<file path="config.mk">
export PLATFORM = sky130hd
export DESIGN_NAME = pcec_fifo
export DESIGN_NICKNAME = d
export VERILOG_FILES = /design/src/hdl/pcec_pkg.sv /design/src/hdl/pcec_fifo.sv
export SDC_FILE = /design/constraint.sdc
export NUM_CORES = 1
export LEC_CHECK = 0
export BUFFER_PORTS_ARGS = -buffer_cell sky130_fd_sc_hd__buf_2
export CAP_MARGIN = 20
export CORE_ASPECT_RATIO = 0.7
export CORE_MARGIN = 2
export CORE_UTILIZATION = 47
export DETAILED_ROUTE_END_ITERATION = 6
export PLACE_DENSITY = 0.75
export SLEW_MARGIN = 10
export SYNTH_ARGS = -nofsm -noshare
export SYNTH_HDL_FRONTEND = slang
export SYNTH_SLANG_ARGS = --single-unit
export TNS_END_PERCENT = 1
</file>
<file path="constraint.sdc">
create_clock -name i_clk -period 3.5 [get_ports i_clk]
set_input_delay 0.875 -clock i_clk [delete_from_list [all_inputs] [get_ports i_clk]]
set_output_delay 0.875 -clock i_clk [all_outputs]
set_load 0.02 [all_outputs]
</file>
<file path="src/hdl/pcec_pkg.sv">
`timescale 1ns / 1ps
// ----------------------------------------------------------------------------
// pcec_pkg: shared types and constants of the per-CPU event counter table
// Operation codes, field widths, configuration register indexes and the
// classified item that travels from the front end to the back end.
// ----------------------------------------------------------------------------
package pcec_pkg;

    localparam int OPCODE_W   = 3;
    localparam int CPU_ID_W   = 8;
    localparam int INDEX_W    = 12;
    localparam int AMOUNT_W   = 64;

    // Wide enough for the largest supported CPU count (64 CPUs).
    localparam int CPU_SEL_W  = 6;

    // Wide enough to compare a 4-bit register against up to 256 events.
    localparam int EV_CMP_W   = 9;

    localparam int CFG_IDX_W  = 2;
    localparam int CFG_DATA_W = 4;

    localparam logic [CFG_IDX_W-1:0] CFG_EVENT_INDEX  = 2'd0;
    localparam logic [CFG_IDX_W-1:0] CFG_CYCLES_INDEX = 2'd1;

    localparam int Q_DEPTH = 2;
    localparam int Q_AW    = 1;

    typedef enum logic [OPCODE_W-1:0] {
        OP_ADD      = 3'd0,
        OP_SETMAX   = 3'd1,
        OP_SYSCALL  = 3'd2,
        OP_CLEAR    = 3'd3,
        OP_EVSUM    = 3'd4,
        OP_EVMAX    = 3'd5,
        OP_SCCOUNT  = 3'd6,
        OP_SCCYCLES = 3'd7
    } t_op;

    typedef struct packed {
        t_op                  op;
        logic [CPU_SEL_W-1:0] cpu;
        logic [INDEX_W-1:0]   index;
        logic [AMOUNT_W-1:0]  amount;
        logic                 idx_ok;
    } t_item;

endpackage

</file>
<file path="src/hdl/pcec_fifo.sv">
`timescale 1ns / 1ps
// ----------------------------------------------------------------------------
// pcec_fifo: command queue
// A short queue of classified items between the input stage and the back end.
// ----------------------------------------------------------------------------
module pcec_fifo (
    input  logic            i_clk,
    input  logic            i_rst_n,
    input  logic            i_push_valid,
    output logic            o_push_ready,
    input  pcec_pkg::t_item i_push_item,
    output logic            o_pop_valid,
    input  logic            i_pop_ready,
    output pcec_pkg::t_item o_pop_item
);

    pcec_pkg::t_item                 r_mem [0:pcec_pkg::Q_DEPTH-1];
    logic [pcec_pkg::Q_AW-1:0]       r_wptr;
    logic [pcec_pkg::Q_AW-1:0]       r_rptr;
    logic [pcec_pkg::Q_AW:0]         r_count;
    logic                            push;
    logic                            pop;

    assign o_push_ready = r_count != (pcec_pkg::Q_AW + 1)'(pcec_pkg::Q_DEPTH);
    assign o_pop_valid  = r_count != '0;
    assign o_pop_item   = r_mem[r_rptr];
    assign push         = i_push_valid && o_push_ready;
    assign pop          = o_pop_valid && i_pop_ready;

    always_ff @(posedge i_clk) begin
        if (!i_rst_n) begin
            r_wptr  <= '0;
            r_rptr  <= '0;
            r_count <= '0;
        end else begin
            if (push) begin
                r_wptr <= r_wptr + 1'b1;
            end
            if (pop) begin
                r_rptr <= r_rptr + 1'b1;
            end
            if (push && !pop) begin
                r_count <= r_count + 1'b1;
            end else if (pop && !push) begin
                r_count <= r_count - 1'b1;
            end
        end
    end

    always_ff @(posedge i_clk) begin
        if (push) begin
            r_mem[r_wptr] <= i_push_item;
        end
    end

endmodule

</file>
==> summary.txt <==
Route
  – Wire per inst: 16.9 um
  – Drt drc: 0
  – Drt initial violations: 109
  – Antenna viol nets, final: 0
  – Vias per cell: 4.74
  – TritonRoute pass-1 iters: 4
  – Final wirelength: 11.6 mm
  – Via count: 3,249

Clocking
  – Clock root buffer: clkbuf_16
  – CTS clk-pin slew, worst paths: 0.06 ns
  – Max Buffers Root-to-Sink: 2
  – Setup Fix Bufs, Post-CTS: 0
  – CTS buffer count: 17
  – H-tree Lvls: 4
  – CTS Sinks: 177
  – Clk Latency, worst-skew pair: 0.42 ns
  – Hold buffers post-CTS: 0
  – CTS tree: done
  – Post_cts resized: 0

Logic synthesis
  – Main flop type after synthesis: edfxtp_1
  – Synth area leaders: edfxtp_1 (78%), mux2_4 (9.1%), mux2_2 (7.8%)
  – Yosys top cell area share: 78.2%
  – Post-Synthesis Net Count: 383
  – Mapped cell area: 0.00661 mm^2
  – Post-synth ARST share: 0%
  – Seq/Total Area, Yosys: 79.7%
  – Distinct cells, synth: 22
  – List of most frequent post-synthesis cells: edfxtp_1 (172), mux2_2 (46), mux2_4 (40)
  – Top-count cell post-synth: edfxtp_1
  – Syn. warnings: 0
  – Post-synthesis instance total: 292
  – Area leader, netlist: edfxtp_1
  – Flip-flop and latch count after synthesis: 177
  – Number of flops mapped to enable cells by yosys: 172
  – Average size of a mapped cell: 22.6 um^2

Setup path
  – Crit path launch type: flop
  – Critical Path, Cell by Cell: buf_4 -> mux2_2 -> buf_2
  – CP endpoint kind: primary output
  – FF-to-FF setup slack: 1.59 ns
  – Max stage delay on crit path: 0.42 ns
  – RR Endpoint: r_mem[1][78]$_DFFE_PP_
  – Critical-path top delay cell: buf_4
  – Required time worst endpoint: 2.62 ns
  – End point of the critical path: o_pop_item[10]
  – Crit path max-delay family: buffers and inverters
  – WP buf/inv: 2
  – Arr. time, crit path: 1.78 ns
  – Path depth of the worst reg2reg path: 3
  – Worst-path maximum fanout: 35
  – WS Path Type: flop to primary output
  – Worst r2r src: r_count[0]$_SDFFE_PN0P_
  – CP Depth: 3

Placed design
  – Dpl cell area: 0.00773 mm^2
  – Placer's final routability congestion estimate: 0.778
  – Dpl hpwl: 7.51 mm
  – I/O Buffers: 177

Timing
  – Max Clk Rate: 377 MHz
  – Slew Limit Headroom: 60.5%
  – Crit path time final: 2.66 ns
  – RSZ-0062 raised after global routing: false
  – Endpoints failing setup: 0
  – Fin. Hold Viols: 0
  – Final Slew Violations: 0
  – Final worst path period share: 75.9%
  – TNS Setup: 0 ns
  – Slew at the pin with the worst max-slew slack: 0.593 ns
  – Max Clock Skew: 0.00747 ns

Final layout
  – Layout Nets: 573
  – Share of cells above drive strength 1: 61.6%
  – Fill cells: 1,023
  – Area added between synthesis and finish: 26.0%
  – Final Util: 60.2%
  – Final Instance Area: 0.00833 mm^2
  – Antenna fix cells: 0

Worst hold path
  – HP Start: r_count[1]$_SDFFE_PN0P_
  – Hold Path Class: flop to flop

Power and ir drop
  – VDD IR max: 0.000541 V
  – Lkg Pwr: 3.17 nW
  – Comb power frac: 27.3%
  – Sw Ratio: 29.7%
  – Clock power frac: 29.8%
  – Net switching power figure: 1.89 mW
  – Internal power: 4.47 mW
  – Total power: 6.36 mW
  – Pwr per Cell Area: 764 mW/mm^2
  – Sequential Power Share: 42.9%

Outcome
  – Status: finished, final reports clean

Floorplanning
  – Core area: 0.0138 mm^2
  – Die height: 103 um
  – Die width: 146 um
  – I/O pins: 178
  – Die area: 0.0150 mm^2
  – Starting Density: 47.8%
  – Rows: 36

Job
  – Max Cap Viol: 0

Global routing
  – Number of global-route vias before repair: 3,361
  – Largest net degree at the start of global routing: 87
  – Total global-route track usage: 15.5%
  – Overflow after GRT: 0
  – First-pass GRT wire length: 17.4 mm
  – Initial antenna violation count: 0
layer usage:
| layer | global-route usage, % | up-vias | share of wire [%] |
|---|---|---|---|
| li1 | - | 1536 | - |
| met1 | 20.1 | 1584 | 45 |
| met2 | 23.7 | 120 | 46 |
| met3 | 6.05 | 9 | 7.5 |
| met4 | 6.33 | 0 | 0.96 |
| met5 | 0 | - | 0 |
sequential cells by signal, summed over array words and instances (netlist names), named ones only:
register and cells:
r_count 2, r_mem 172, r_rptr 1, r_wptr 1
worst reg2reg max path, cell delays in order (launching register included):
cell and delay, ns:
dfxtp_1 0.43, nand2b_4 0.19, and3_4 0.58, buf_12 0.36
layout make-up:
cell class,count,area (um^2),area share (%)
Tap cell,190,238,2.86
Clock buffer,17,425,5.11
Sequential cell,177,5270,63.3
Clock inverter,15,173,2.07
Timing Repair Buffer,181,953,11.5
Multi-Input combinational cell,104,1260,15.2
Inverter,1,5.00,0.0601
how the worst min path moves through the flow:
| stage | end | slack [ns] | cells past startpoint |
|---|---|---|---|
| floorplan | r_count[1]$_SDFFE_PN0P_ | 0.51 | 2 |
| global placement | r_count[1]$_SDFFE_PN0P_ | 0.53 | 2 |
| detailed placement | flop | 0.58 | 2 |
| CTS | r_count[1]$_SDFFE_PN0P_ | 0.60 | 2 |
| global route | r_mem[1][84]$_DFFE_PP_ | 0.62 | 1 |
| finish | r_count[1]$_SDFFE_PN0P_ | 0.59 | 2 |
per-stage QoR:
| step | hold WS (ns) | setup slack [ns] | std cells |
|---|---|---|---|
| CTS | 0.596 | 0.799 | 685 |
| floorplan | 0.512 | 0.120 | 292 |
| detailed placement | 0.575 | 1.20 | 653 |
| global route | 0.616 | 0.746 | 685 |
| global placement | 0.525 | 1.24 | 653 |
| finish | 0.588 | 0.844 | 685 |
cells by family after synthesis:
logic type	Yosys count	share of synthesized area [%]
compound gates	5	0.530
buf+inv	11	1.29
xor+xnor	3	0.398
flops	177	79.7
fa+ha+maj	1	0.189
simple gates	9	0.985
mux	86	16.9
placed cells by master, fill, tap and decap left out, types with 3 or more instances in the layout:
master / n
buf_2: 177
edfxtp_1: 172
mux2_2: 46
mux2_4: 40
clkbuf_16: 17
inv_6: 7
and2_1: 4
dfxtp_1: 4
clkinvlp_4: 3
buf_12: 3
power groups by stage:
stage	Sequential [mW]	Combinational (mW)	Clock [mW]
3_5_place_dp	2.77	1.76	0
3_3_place_gp	2.76	1.72	0
4_1_cts	2.73	1.76	1.93
5_1_grt	2.75	1.85	2.01
6_report	2.73	1.74	1.89
2_1_floorplan	2.76	1.28	0
Power figures use the tool's default switching activity.
