$ cat src/hdl/pcec_pkg.sv
`timescale 1ns / 1ps
// ----------------------------------------------------------------------------
// pcec_pkg: shared types and constants of the per-CPU event counter table
// Operation codes, field widths, configuration register indexes and the
// classified item that travels from the front end to the back end.
// ----------------------------------------------------------------------------
package pcec_pkg;

    localparam int OPCODE_W   = 3;
    localparam int CPU_ID_W   = 8;
    localparam int INDEX_W    = 12;
    localparam int AMOUNT_W   = 64;

    // Wide enough for the largest supported CPU count (64 CPUs).
    localparam int CPU_SEL_W  = 6;

    // Wide enough to compare a 4-bit register against up to 256 events.
    localparam int EV_CMP_W   = 9;

    localparam int CFG_IDX_W  = 2;
    localparam int CFG_DATA_W = 4;

    localparam logic [CFG_IDX_W-1:0] CFG_EVENT_INDEX  = 2'd0;
    localparam logic [CFG_IDX_W-1:0] CFG_CYCLES_INDEX = 2'd1;

    localparam int Q_DEPTH = 2;
    localparam int Q_AW    = 1;

    typedef enum logic [OPCODE_W-1:0] {
        OP_ADD      = 3'd0,
        OP_SETMAX   = 3'd1,
        OP_SYSCALL  = 3'd2,
        OP_CLEAR    = 3'd3,
        OP_EVSUM    = 3'd4,
        OP_EVMAX    = 3'd5,
        OP_SCCOUNT  = 3'd6,
        OP_SCCYCLES = 3'd7
    } t_op;

    typedef struct packed {
        t_op                  op;
        logic [CPU_SEL_W-1:0] cpu;
        logic [INDEX_W-1:0]   index;
        logic [AMOUNT_W-1:0]  amount;
        logic                 idx_ok;
    } t_item;

endpackage

$ cat src/hdl/pcec_front.sv
`timescale 1ns / 1ps
// ----------------------------------------------------------------------------
// pcec_front: input stage
// Accepts input transfers, maps invalid CPU ids to CPU 0 and checks the index
// against the range that the operation uses, then pushes the item to the queue.
// ----------------------------------------------------------------------------
module pcec_front #(
    parameter int NUM_CPUS      = 4,
    parameter int NUM_EVENTS    = 16,
    parameter int SYSCALL_SLOTS = 512
) (
    input  logic                          i_in_valid,
    output logic                          o_in_ready,
    input  logic [pcec_pkg::OPCODE_W-1:0] i_opcode,
    input  logic [pcec_pkg::CPU_ID_W-1:0] i_cpu_id,
    input  logic [pcec_pkg::INDEX_W-1:0]  i_index,
    input  logic [pcec_pkg::AMOUNT_W-1:0] i_amount,
    input  logic                          i_init_busy,
    output logic                          o_push_valid,
    input  logic                          i_push_ready,
    output pcec_pkg::t_item               o_push_item
);

    pcec_pkg::t_op op;
    logic          cpu_ok;
    logic          ev_ok;
    logic          sc_ok;

    assign op     = pcec_pkg::t_op'(i_opcode);
    assign cpu_ok = i_cpu_id < pcec_pkg::CPU_ID_W'(NUM_CPUS);
    assign ev_ok  = i_index < pcec_pkg::INDEX_W'(NUM_EVENTS);
    assign sc_ok  = {1'b0, i_index} < (pcec_pkg::INDEX_W + 1)'(SYSCALL_SLOTS);

    // Nothing is taken in while the memories are being cleared after reset.
    assign o_in_ready   = i_push_ready && !i_init_busy;
    assign o_push_valid = i_in_valid && !i_init_busy;

    always_comb begin
        o_push_item.op     = op;
        o_push_item.cpu    = cpu_ok ? pcec_pkg::CPU_SEL_W'(i_cpu_id) : '0;
        o_push_item.index  = i_index;
        o_push_item.amount = i_amount;
        unique case (op)
            pcec_pkg::OP_ADD,
            pcec_pkg::OP_SETMAX,
            pcec_pkg::OP_EVSUM,
            pcec_pkg::OP_EVMAX:   o_push_item.idx_ok = ev_ok;
            pcec_pkg::OP_SYSCALL,
            pcec_pkg::OP_SCCOUNT,
            pcec_pkg::OP_SCCYCLES: o_push_item.idx_ok = sc_ok;
            pcec_pkg::OP_CLEAR:   o_push_item.idx_ok = 1'b1;
            default:              o_push_item.idx_ok = 1'b0;
        endcase
    end

endmodule

$ cat config.mk
export PLATFORM = sky130hd
export DESIGN_NAME = pcec_front
export DESIGN_NICKNAME = d
export VERILOG_FILES = /design/src/hdl/pcec_pkg.sv /design/src/hdl/pcec_front.sv
export SDC_FILE = /design/constraint.sdc
export NUM_CORES = 1
export LEC_CHECK = 0
export ABC_CLOCK_PERIOD_IN_PS = 800
export BUFFER_PORTS_ARGS = -buffer_cell sky130_fd_sc_hd__buf_2
export CAP_MARGIN = 20
export CORE_AREA = 3 3 67 69
export DETAILED_ROUTE_END_ITERATION = 10
export DIE_AREA = 0 0 70 72
export PLACE_DENSITY = 0.71
export SETUP_SLACK_MARGIN = 0.3
export SLEW_MARGIN = 10
export SYNTH_ARGS = -nofsm -noshare
export SYNTH_HDL_FRONTEND = slang
export SYNTH_SLANG_ARGS = --single-unit
$ cat constraint.sdc
create_clock -name vclk -period 0.8
set_clock_uncertainty 0.05 [all_clocks]
set_input_delay 0.12 -clock vclk [all_inputs]
set_output_delay 0.12 -clock vclk [all_outputs]
set_load 0.005 [all_outputs]
==> results of run 1 <==
==> what timing repair did <==
action,4_1_cts,5_1_grt
pin swaps,6,4
endpoints found under the setup margin,16,11
resized for setup,20,9
buffers inserted,0,1
==> report_power, final <==
| group | switching (mW) | leakage (nW) | total, mW | internal (mW) |
|---|---|---|---|---|
| sequential | 0 | 0 | 0 | 0 |
| clock | 0 | 0 | 0 | 0 |
| combinational | 0.0704 | 0.270 | 0.226 | 0.156 |
==> cells by family after synthesis <==
family | count (synthesis)
other | 1
buffers and inverters | 84
AO/OA/AOI/OAI | 2
AND/OR/NAND/NOR | 10
==> Yosys cell counts <==
cell type,n,area (sq um)
sky130_fd_sc_hd__buf_4,83,623
sky130_fd_sc_hd__inv_1,1,3.75
sky130_fd_sc_hd__a21oi_1,1,5.00
sky130_fd_sc_hd__nor3_1,2,10.0
sky130_fd_sc_hd__nor2_1,3,11.3
sky130_fd_sc_hd__nor4_2,1,12.5
sky130_fd_sc_hd__nor2b_1,2,12.5
sky130_fd_sc_hd__and3_1,2,12.5
sky130_fd_sc_hd__a31oi_1,1,6.26
sky130_fd_sc_hd__conb_1,1,3.75
==> routing by layer <==
| layer | up-vias | wire (microns) |
|---|---|---|
| met5 | - | 0 |
| met4 | 0 | 210 |
| met3 | 34 | 367 |
| met2 | 69 | 662 |
| met1 | 137 | 180 |
| li1 | 130 | - |
==> area by class of cell <==
type / count / area, sq um
multi-input combinational: 16 / 113
timing repair buffer: 39 / 357
tap: 50 / 62.6
fill: 436 / 3440
inverter: 1 / 3.75
==> through the flow <==
stage,TNS (ps),instances,hold slack [ps]
floorplan,0,100,220
global placement,-403,105,190
detailed placement,-498,105,190
CTS,-422,105,190
global route,-593,106,190
finish,-442,106,190
==> worst paths after layout <==
path              end  depth (start not counted)
max   o_push_item[77]                          4
min   o_push_item[28]                          0
==> results.py, run 1 <==
metrics = {
    "die": {
        "die_h_microns": 72,
        "effective_utilization_at_floorplan_pct": 17.6,
        "rows": 23,
        "die-area_sq_um": 5040,
        "pin_count": 178,
        "die_w_microns": 70,
        "floorplan.core_area_sq_um": 3970,
    },
    "synthesis": {
        "post_synth_instance_area_sq_um": 701,
        "synth-compound-area-share_pct": 1.61,
        "mean_post_synth_cell_area_sq_um": 7.22,
        "combinational_family_with_the_most_area_after_synthesis": "buffers and inverters",
        "yosys_warnings": 0,
        "postSynthCellCount": 97,
        "synth_simple_gate_area_share_pct": 8.39,
        "synth-seq-area-share_pct": 0,
        "synth.area.mux_share_pct": 0,
        "yosys.area_share.adder_pct": 0,
        "synth_xor_area_share_pct": 0,
        "synth_cell_types": 10,
    },
    "setup_path": {
        "timing_worst_setup_path_type": "input pin to output port",
        "cp-start-kind": "input pin",
        "sort_of_element_at_the_end_of_the_critical_path": "output port",
        "crit_path_max_fanout": 2,
        "critical_path_arrival_ps": 790,
        "slowest_delay_ps": 290,
        "cp-startpoint": "i_cpu_id[2]",
        "crit_slowest_cell": "sky130_fd_sc_hd__nor4_4",
        "timing.critical_path.required_ps": 630,
        "timing.critical_path.cells": "buf_6, nor4_4, and3_1, buf_2",
        "worst-path-buf-inv": 2,
        "family_with_the_most_delay_on_the_worst_path": "simple AND/OR/NAND/NOR gates",
    },
    "finish": {
        "most_common_library_cell_in_the_layout_ignoring_fill_and_taps": "sky130_fd_sc_hd__buf_6",
        "insertedDiodeCount": 0,
        "area.growth.synth_to_final_pct": -23.6,
        "design.seq.count": 0,
        "regArea_sq_um": 0,
        "clockBufferCount": 0,
        "design_area_sq_um": 536,
        "fin_nets": 148,
        "most-common-layout-cells": "sky130_fd_sc_hd__buf_6 (21), sky130_fd_sc_hd__buf_2 (15), sky130_fd_sc_hd__conb_1 (4)",
        "layout-drive-gt1-share_pct": 75.0,
        "fin_util_pct": 13.5,
    },
    "detailed_routing": {
        "detail_route.wirelength_microns": 1420,
        "detailroute.via_count": 370,
        "routed_via_density": 3.49,
        "drt_pre_antenna_iters": 2,
        "wl_per_cell_microns": 13.4,
        "drt_iter0_markers": 4,
        "final_antenna_net_count": 0,
        "drc": 0,
    },
    "global_route": {
        "grt_util_met1_pct": 1.49,
        "grt_start_max_net_pins": 3,
        "grt_pass1_wl_microns": 1850,
        "grtUsageMet3_pct": 4.02,
        "vias_in_the_first_global_route": 373,
        "grt.met2_usage_pct": 7.76,
        "globalRoute.busiestLayer": "met2",
        "grt_overflow": 0,
        "grt_util_all_layers_pct": 4.55,
        "antenna_violations_before_repair": 0,
    },
    "timing": {
        "setup_repair_after_global_routing_missed_its_margin": "true",
        "finalHoldViolations": 0,
        "fmaxAchievable_mhz": 1040,
        "final.period_utilization_pct": 120,
        "setup_viol": 3,
        "final_period_minus_worst_setup_slack_ps": 961,
        "setup_slack_ps": -161,
        "final-max-slew-violation-count": 0,
    },
    "flow_run": {
        "timing.max_cap.violations": 0,
    },
    "run_status": {
        "status": "finished, violations left",
        "violations": "negative setup slack",
    },
    "placement": {
        "hpwlAfterDp_microns": 1150,
        "gp_congestion": 0.590,
        "pre_cts_ws_ps": -195,
        "postPlaceCellArea_sq_um": 362,
        "placement.io_buffers": 38,
    },
    "power": {
        "leakagePower_nw": 0.270,
        "power.density_nw_per_um2": 422,
        "total_power_mw": 0.226,
        "irDropWorstVdd_mv": 0.0601,
    },
    "min_path": {
        "min-delay-start": "i_amount[27]",
        "worst_hold_path_type": "input pin to output port",
    },
    "clocking": {
        "cts-hold-fix-buffers": 0,
    },
}
(Power assumes the default switching activity.)
==> run 2, diff against run 1 <==
Settings changed: ABC_AREA from default to 1, CORE_AREA 3 3 67 69 to 3 3 68 70, DIE_AREA 0 0 70 72 to 0 0 71 73, PLACE_DENSITY 0.71 to 0.7, REMOVE_ABC_BUFFERS from default to 1.
==> results.py, run 2 <==
metrics = {
    "setup_path": {
        "slowest_delay_ps": 150,
        "cp-start-kind": "input pin",
        "most_used_cell_along_the_critical_path": "sky130_fd_sc_hd__buf_2",
        "crit_path_max_fanout": 2,
        "cp-startpoint": "i_cpu_id[7]",
        "crit_slowest_cell": "sky130_fd_sc_hd__buf_2",
        "sort_of_element_at_the_end_of_the_critical_path": "output port",
        "timing.critical_path.required_ps": 630,
        "timing.critical_path.cells": "buf_2, nor2_4, nand3_2, nor2_2, buf_2",
        "timing_worst_setup_path_type": "input pin to output port",
        "cp-endpoint": "o_push_item[77]",
        "critical_path_arrival_ps": 670,
    },
    "clocking": {
        "cts-hold-fix-buffers": 0,
    },
    "die": {
        "rows": 23,
        "effective_utilization_at_floorplan_pct": 18.8,
        "die-area_sq_um": 5180,
        "die_h_microns": 73,
        "die_w_microns": 71,
        "pin_count": 178,
        "floorplan.core_area_sq_um": 4030,
    },
    "global_route": {
        "antenna_violations_before_repair": 0,
        "grt_overflow": 0,
        "vias_in_the_first_global_route": 430,
        "grt_pass1_wl_microns": 7780,
        "grt_start_max_net_pins": 4,
        "grt_util_all_layers_pct": 25.1,
    },
    "timing": {
        "final-max-slew-violation-count": 0,
        "fin_setup_tns_ps": -71.2,
        "setup_viol": 3,
        "setup_repair_after_global_routing_missed_its_margin": "true",
        "finalHoldViolations": 0,
        "setup_slack_ps": -43.5,
        "final.period_utilization_pct": 105,
        "fmaxAchievable_mhz": 1190,
        "final.hold.worst_slack_ps": 190,
        "final_period_minus_worst_setup_slack_ps": 844,
    },
    "synthesis": {
        "cell_types_with_the_largest_area_share_after_synthesis": "sky130_fd_sc_hd__buf_4 (82%), sky130_fd_sc_hd__inv_1 (6.5%), sky130_fd_sc_hd__nand2_1 (5.0%), sky130_fd_sc_hd__nor2_1 (5.0%), sky130_fd_sc_hd__nand3_1 (0.66%)",
        "synth_top_area_cell": "sky130_fd_sc_hd__buf_4",
        "synth_cell_types": 6,
        "fraction_of_post_synthesis_cell_area_in_the_top_cell_type_by_area_pct": 82.5,
        "mean_post_synth_cell_area_sq_um": 6.40,
        "ys_top_cells_by_count": "sky130_fd_sc_hd__buf_4 (83), sky130_fd_sc_hd__inv_1 (13), sky130_fd_sc_hd__nand2_1 (10), sky130_fd_sc_hd__nor2_1 (10)",
        "post_synth_instance_area_sq_um": 756,
        "yosys_warnings": 0,
        "postSynthCellCount": 118,
        "synth-seq-area-share_pct": 0,
        "synth_most_common_cell": "sky130_fd_sc_hd__buf_4",
    },
    "finish": {
        "insertedDiodeCount": 0,
        "multiInputGateArea_sq_um": 145,
        "regArea_sq_um": 0,
        "fin_nets": 168,
        "fin_util_pct": 15.0,
        "most-common-layout-cells": "sky130_fd_sc_hd__buf_6 (22), sky130_fd_sc_hd__buf_2 (14), sky130_fd_sc_hd__inv_2 (8), sky130_fd_sc_hd__nand2_1 (8), sky130_fd_sc_hd__inv_1 (5)",
        "design.seq.count": 0,
        "most_common_library_cell_in_the_layout_ignoring_fill_and_taps": "sky130_fd_sc_hd__buf_6",
        "clockBufferCount": 0,
        "post_layout_nonfiller_instances": 126,
        "layout-drive-gt1-share_pct": 75.0,
        "design_area_sq_um": 604,
        "n_fill_cell": 461,
        "area.growth.synth_to_final_pct": -20.0,
    },
    "placement": {
        "post-place-cells": 126,
        "placement.io_buffers": 38,
        "hpwlAfterDp_microns": 6720,
        "gp_congestion": 1.04,
        "postPlaceCellArea_sq_um": 397,
    },
    "power": {
        "irDropWorstVdd_mv": 0.0934,
        "power.density_nw_per_um2": 423,
        "leakagePower_nw": 0.330,
    },
    "detailed_routing": {
        "final_antenna_net_count": 0,
        "drt_iter0_markers": 10,
        "detailroute.via_count": 501,
        "detail_route.wirelength_microns": 7030,
        "drt_pre_antenna_iters": 2,
        "routed_via_density": 3.98,
        "wl_per_cell_microns": 55.8,
        "drc": 0,
    },
    "min_path": {
        "worst_hold_path_type": "input pin to output port",
    },
    "flow_run": {
        "timing.max_cap.violations": 0,
    },
    "run_status": {
        "violations": "negative setup slack",
        "status": "finished, violations left",
    },
}
run 2: changes by cell type after synthesis, moves of 2 or more:
cell and change:
sky130_fd_sc_hd__nor2b_1 -2, sky130_fd_sc_hd__nand2_1 +10, sky130_fd_sc_hd__and3_1 -2, sky130_fd_sc_hd__nor3_1 -2, sky130_fd_sc_hd__nor2_1 +7, sky130_fd_sc_hd__inv_1 +12
run 2: timing repair:
action                     in CTS  in global routing
buffers inserted                0                  0
pin swaps                       6                 11
setup endpoints to repair      16                 10
gates resized for setup        26                 23
run 2: metal layers:
layer,vias up,share of wire (%),GRT usage (%)
met1,167,5.9,3.76
met3,8,35,43.5
met5,-,0.94,12.1
met2,154,55,49.5
met4,2,2.5,5.01
li1,170,-,-
run 2: worst min-delay path by stage:
stage | startpoint | to | slack [ps] | cells past startpoint
2_1_floorplan | i_amount[9] | o_push_item[10] | 190 | 0
3_3_place_gp | i_amount[9] | o_push_item[10] | 190 | 0
3_5_place_dp | i_amount[9] | o_push_item[10] | 190 | 0
4_1_cts | i_amount[9] | o_push_item[10] | 190 | 0
5_1_grt | i_amount[9] | o_push_item[10] | 190 | 0
6_report | i_amount[9] | o_push_item[10] | 190 | 0
run 2: critical path: cells and delay by family:
kind          cells  cell delay, ps
simple gates      3             290
buf+inv           2             270
run 2: report_power, final:
part	leakage [nW]	internal (mW)	switching [mW]	total, mW
registers	0	0	0	0
clock network	0	0	0	0
logic	0.330	0.162	0.0941	0.256
run 2: cells by family after synthesis:
group | Yosys count | share of synthesized area (%)
buf+inv | 96 | 88.9
simple gates | 21 | 10.6
other cells | 1 | 0.496
run 2: area by class of cell:
| cell class | count | share of cell area, % |
|---|---|---|
| Inverter | 13 | 8.07 |
| Timing Repair Buffer | 38 | 57.6 |
| Multi-Input combinational cell | 25 | 24.0 |
| Tap cell | 50 | 10.4 |
run 2: per-stage QoR:
stage	worst slack, ps	power [mW]
after floorplan	229	0.0361
after global placement	-63.4	0.140
after detailed placement	-59.1	0.141
after CTS	-34.1	0.212
after global routing	-81.1	0.274
final	-43.5	0.256
==> run 3, diff against run 2 <==
Settings changed: SKIP_LAST_GASP from default to 1.
==> results.py, run 3 (synthesized netlist as in run 2, its figures left out) <==
metrics = {
    "die": {
        "die_h_microns": 73,
        "rows": 23,
        "die-area_sq_um": 5180,
        "die_w_microns": 71,
        "effective_utilization_at_floorplan_pct": 18.8,
        "floorplan.core_area_sq_um": 4030,
        "pin_count": 178,
    },
    "finish": {
        "layout-drive-gt1-share_pct": 73.7,
        "clockBufferCount": 0,
        "design.seq.count": 0,
        "fin_util_pct": 14.8,
        "insertedDiodeCount": 0,
        "fin_nets": 168,
        "most_common_library_cell_in_the_layout_ignoring_fill_and_taps": "sky130_fd_sc_hd__buf_6",
        "regArea_sq_um": 0,
        "most-common-layout-cells": "sky130_fd_sc_hd__buf_6 (21), sky130_fd_sc_hd__buf_2 (15), sky130_fd_sc_hd__nand2_1 (8)",
        "n_fill_cell": 460,
        "design_area_sq_um": 598,
        "area.growth.synth_to_final_pct": -20.9,
    },
    "global_route": {
        "vias_in_the_first_global_route": 430,
        "antenna_violations_before_repair": 0,
        "grt.met2_usage_pct": 49.5,
        "grt_util_met1_pct": 3.76,
        "grt_pass1_wl_microns": 7780,
        "globalRoute.busiestLayer": "met2",
        "grt_start_max_net_pins": 4,
        "grtUsageMet3_pct": 43.5,
        "grt_util_all_layers_pct": 25.1,
        "grt_overflow": 0,
    },
    "setup_path": {
        "crit_path_max_fanout": 2,
        "most_used_cell_along_the_critical_path": "sky130_fd_sc_hd__buf_2",
        "crit_slowest_cell": "sky130_fd_sc_hd__buf_2",
        "timing.critical_path.cells": "buf_2, nor2_4, nand3_2, nor2_2, buf_2",
        "sort_of_element_at_the_end_of_the_critical_path": "output port",
        "timing.critical_path.required_ps": 630,
        "timing_worst_setup_path_type": "input pin to output port",
        "worst-path-buf-inv": 2,
        "critical_path_arrival_ps": 670,
        "family_with_the_most_delay_on_the_worst_path": "simple AND/OR/NAND/NOR gates",
        "slowest_delay_ps": 150,
        "cp-start-kind": "input pin",
    },
    "placement": {
        "placement.io_buffers": 38,
        "gp_congestion": 1.04,
        "postPlaceCellArea_sq_um": 397,
        "pre_cts_ws_ps": -59.1,
        "hpwlAfterDp_microns": 6720,
    },
    "run_status": {
        "violations": "negative setup slack",
        "status": "finished, violations left",
    },
    "min_path": {
        "min_delay_worst_endpoint": "o_push_item[10]",
        "worstHoldPathCells": 0,
        "min-delay-start": "i_amount[9]",
        "worst_hold_path_type": "input pin to output port",
    },
    "power": {
        "leakagePower_nw": 0.329,
        "power.density_nw_per_um2": 420,
        "total_power_mw": 0.251,
        "irDropWorstVdd_mv": 0.0926,
    },
    "detailed_routing": {
        "routed_via_density": 3.99,
        "wl_per_cell_microns": 55.7,
        "detailroute.via_count": 503,
        "drt_pre_antenna_iters": 2,
        "final_antenna_net_count": 0,
        "drt_iter0_markers": 10,
        "drc": 0,
        "detail_route.wirelength_microns": 7020,
    },
    "timing": {
        "final.period_utilization_pct": 105,
        "setup_repair_after_global_routing_missed_its_margin": "true",
        "final_period_minus_worst_setup_slack_ps": 844,
        "setup_viol": 3,
        "finalHoldViolations": 0,
        "setup_slack_ps": -43.5,
        "fmaxAchievable_mhz": 1190,
        "final-max-slew-violation-count": 0,
    },
    "flow_run": {
        "timing.max_cap.violations": 0,
    },
    "clocking": {
        "postCtsSetupBuffers": 0,
    },
}
[run 3: metal layers]
layer | vias to the layer above | routed length, microns | share of wire [%]
met2 | 156 | 3860 | 55
met1 | 167 | 416 | 5.9
met3 | 8 | 2490 | 36
li1 | 170 | - | -
met4 | 2 | 179 | 2.6
met5 | - | 66 | 0.94
[run 3: where the power goes]
part | internal (mW) | leakage [nW] | switching (mW)
clock network | 0 | 0 | 0
logic | 0.158 | 0.329 | 0.0927
registers | 0 | 0 | 0
[run 3: final cells by class]
type | count | area [sq um] | share of cell area, %
inverters | 13 | 48.8 | 8.16
multi-input cells | 25 | 145 | 24.3
well taps | 50 | 62.6 | 10.5
repair buffers | 38 | 342 | 57.1
[run 3: timing repair]
action                     in CTS  in global routing
hold buffers                    0                  0
setup endpoints to repair      16                  9
pin swaps                       6                 11
gates resized for setup        25                 22
[run 3: worst max path at each step]
stage	start	to	slack, ps	cells past startpoint
after CTS	i_index[4]	o_push_item[0]	-40	7
after detailed placement	i_index[6]	o_push_item[0]	-60	7
after floorplan	i_cpu_id[3]	o_push_item[77]	230	3
after global placement	i_index[6]	o_push_item[0]	-60	7
after global routing	i_index[8]	o_push_item[0]	-80	7
final	i_cpu_id[7]	o_push_item[77]	-40	5
[run 3: stage by stage]
step | std cells | setup TNS, ps | hold WS [ps]
after floorplan | 38 | 0 | 190
after global placement | 126 | -74.3 | 190
after detailed placement | 126 | -118 | 190
after CTS | 126 | -79.9 | 190
after global routing | 126 | -163 | 190
final | 126 | -71.8 | 190
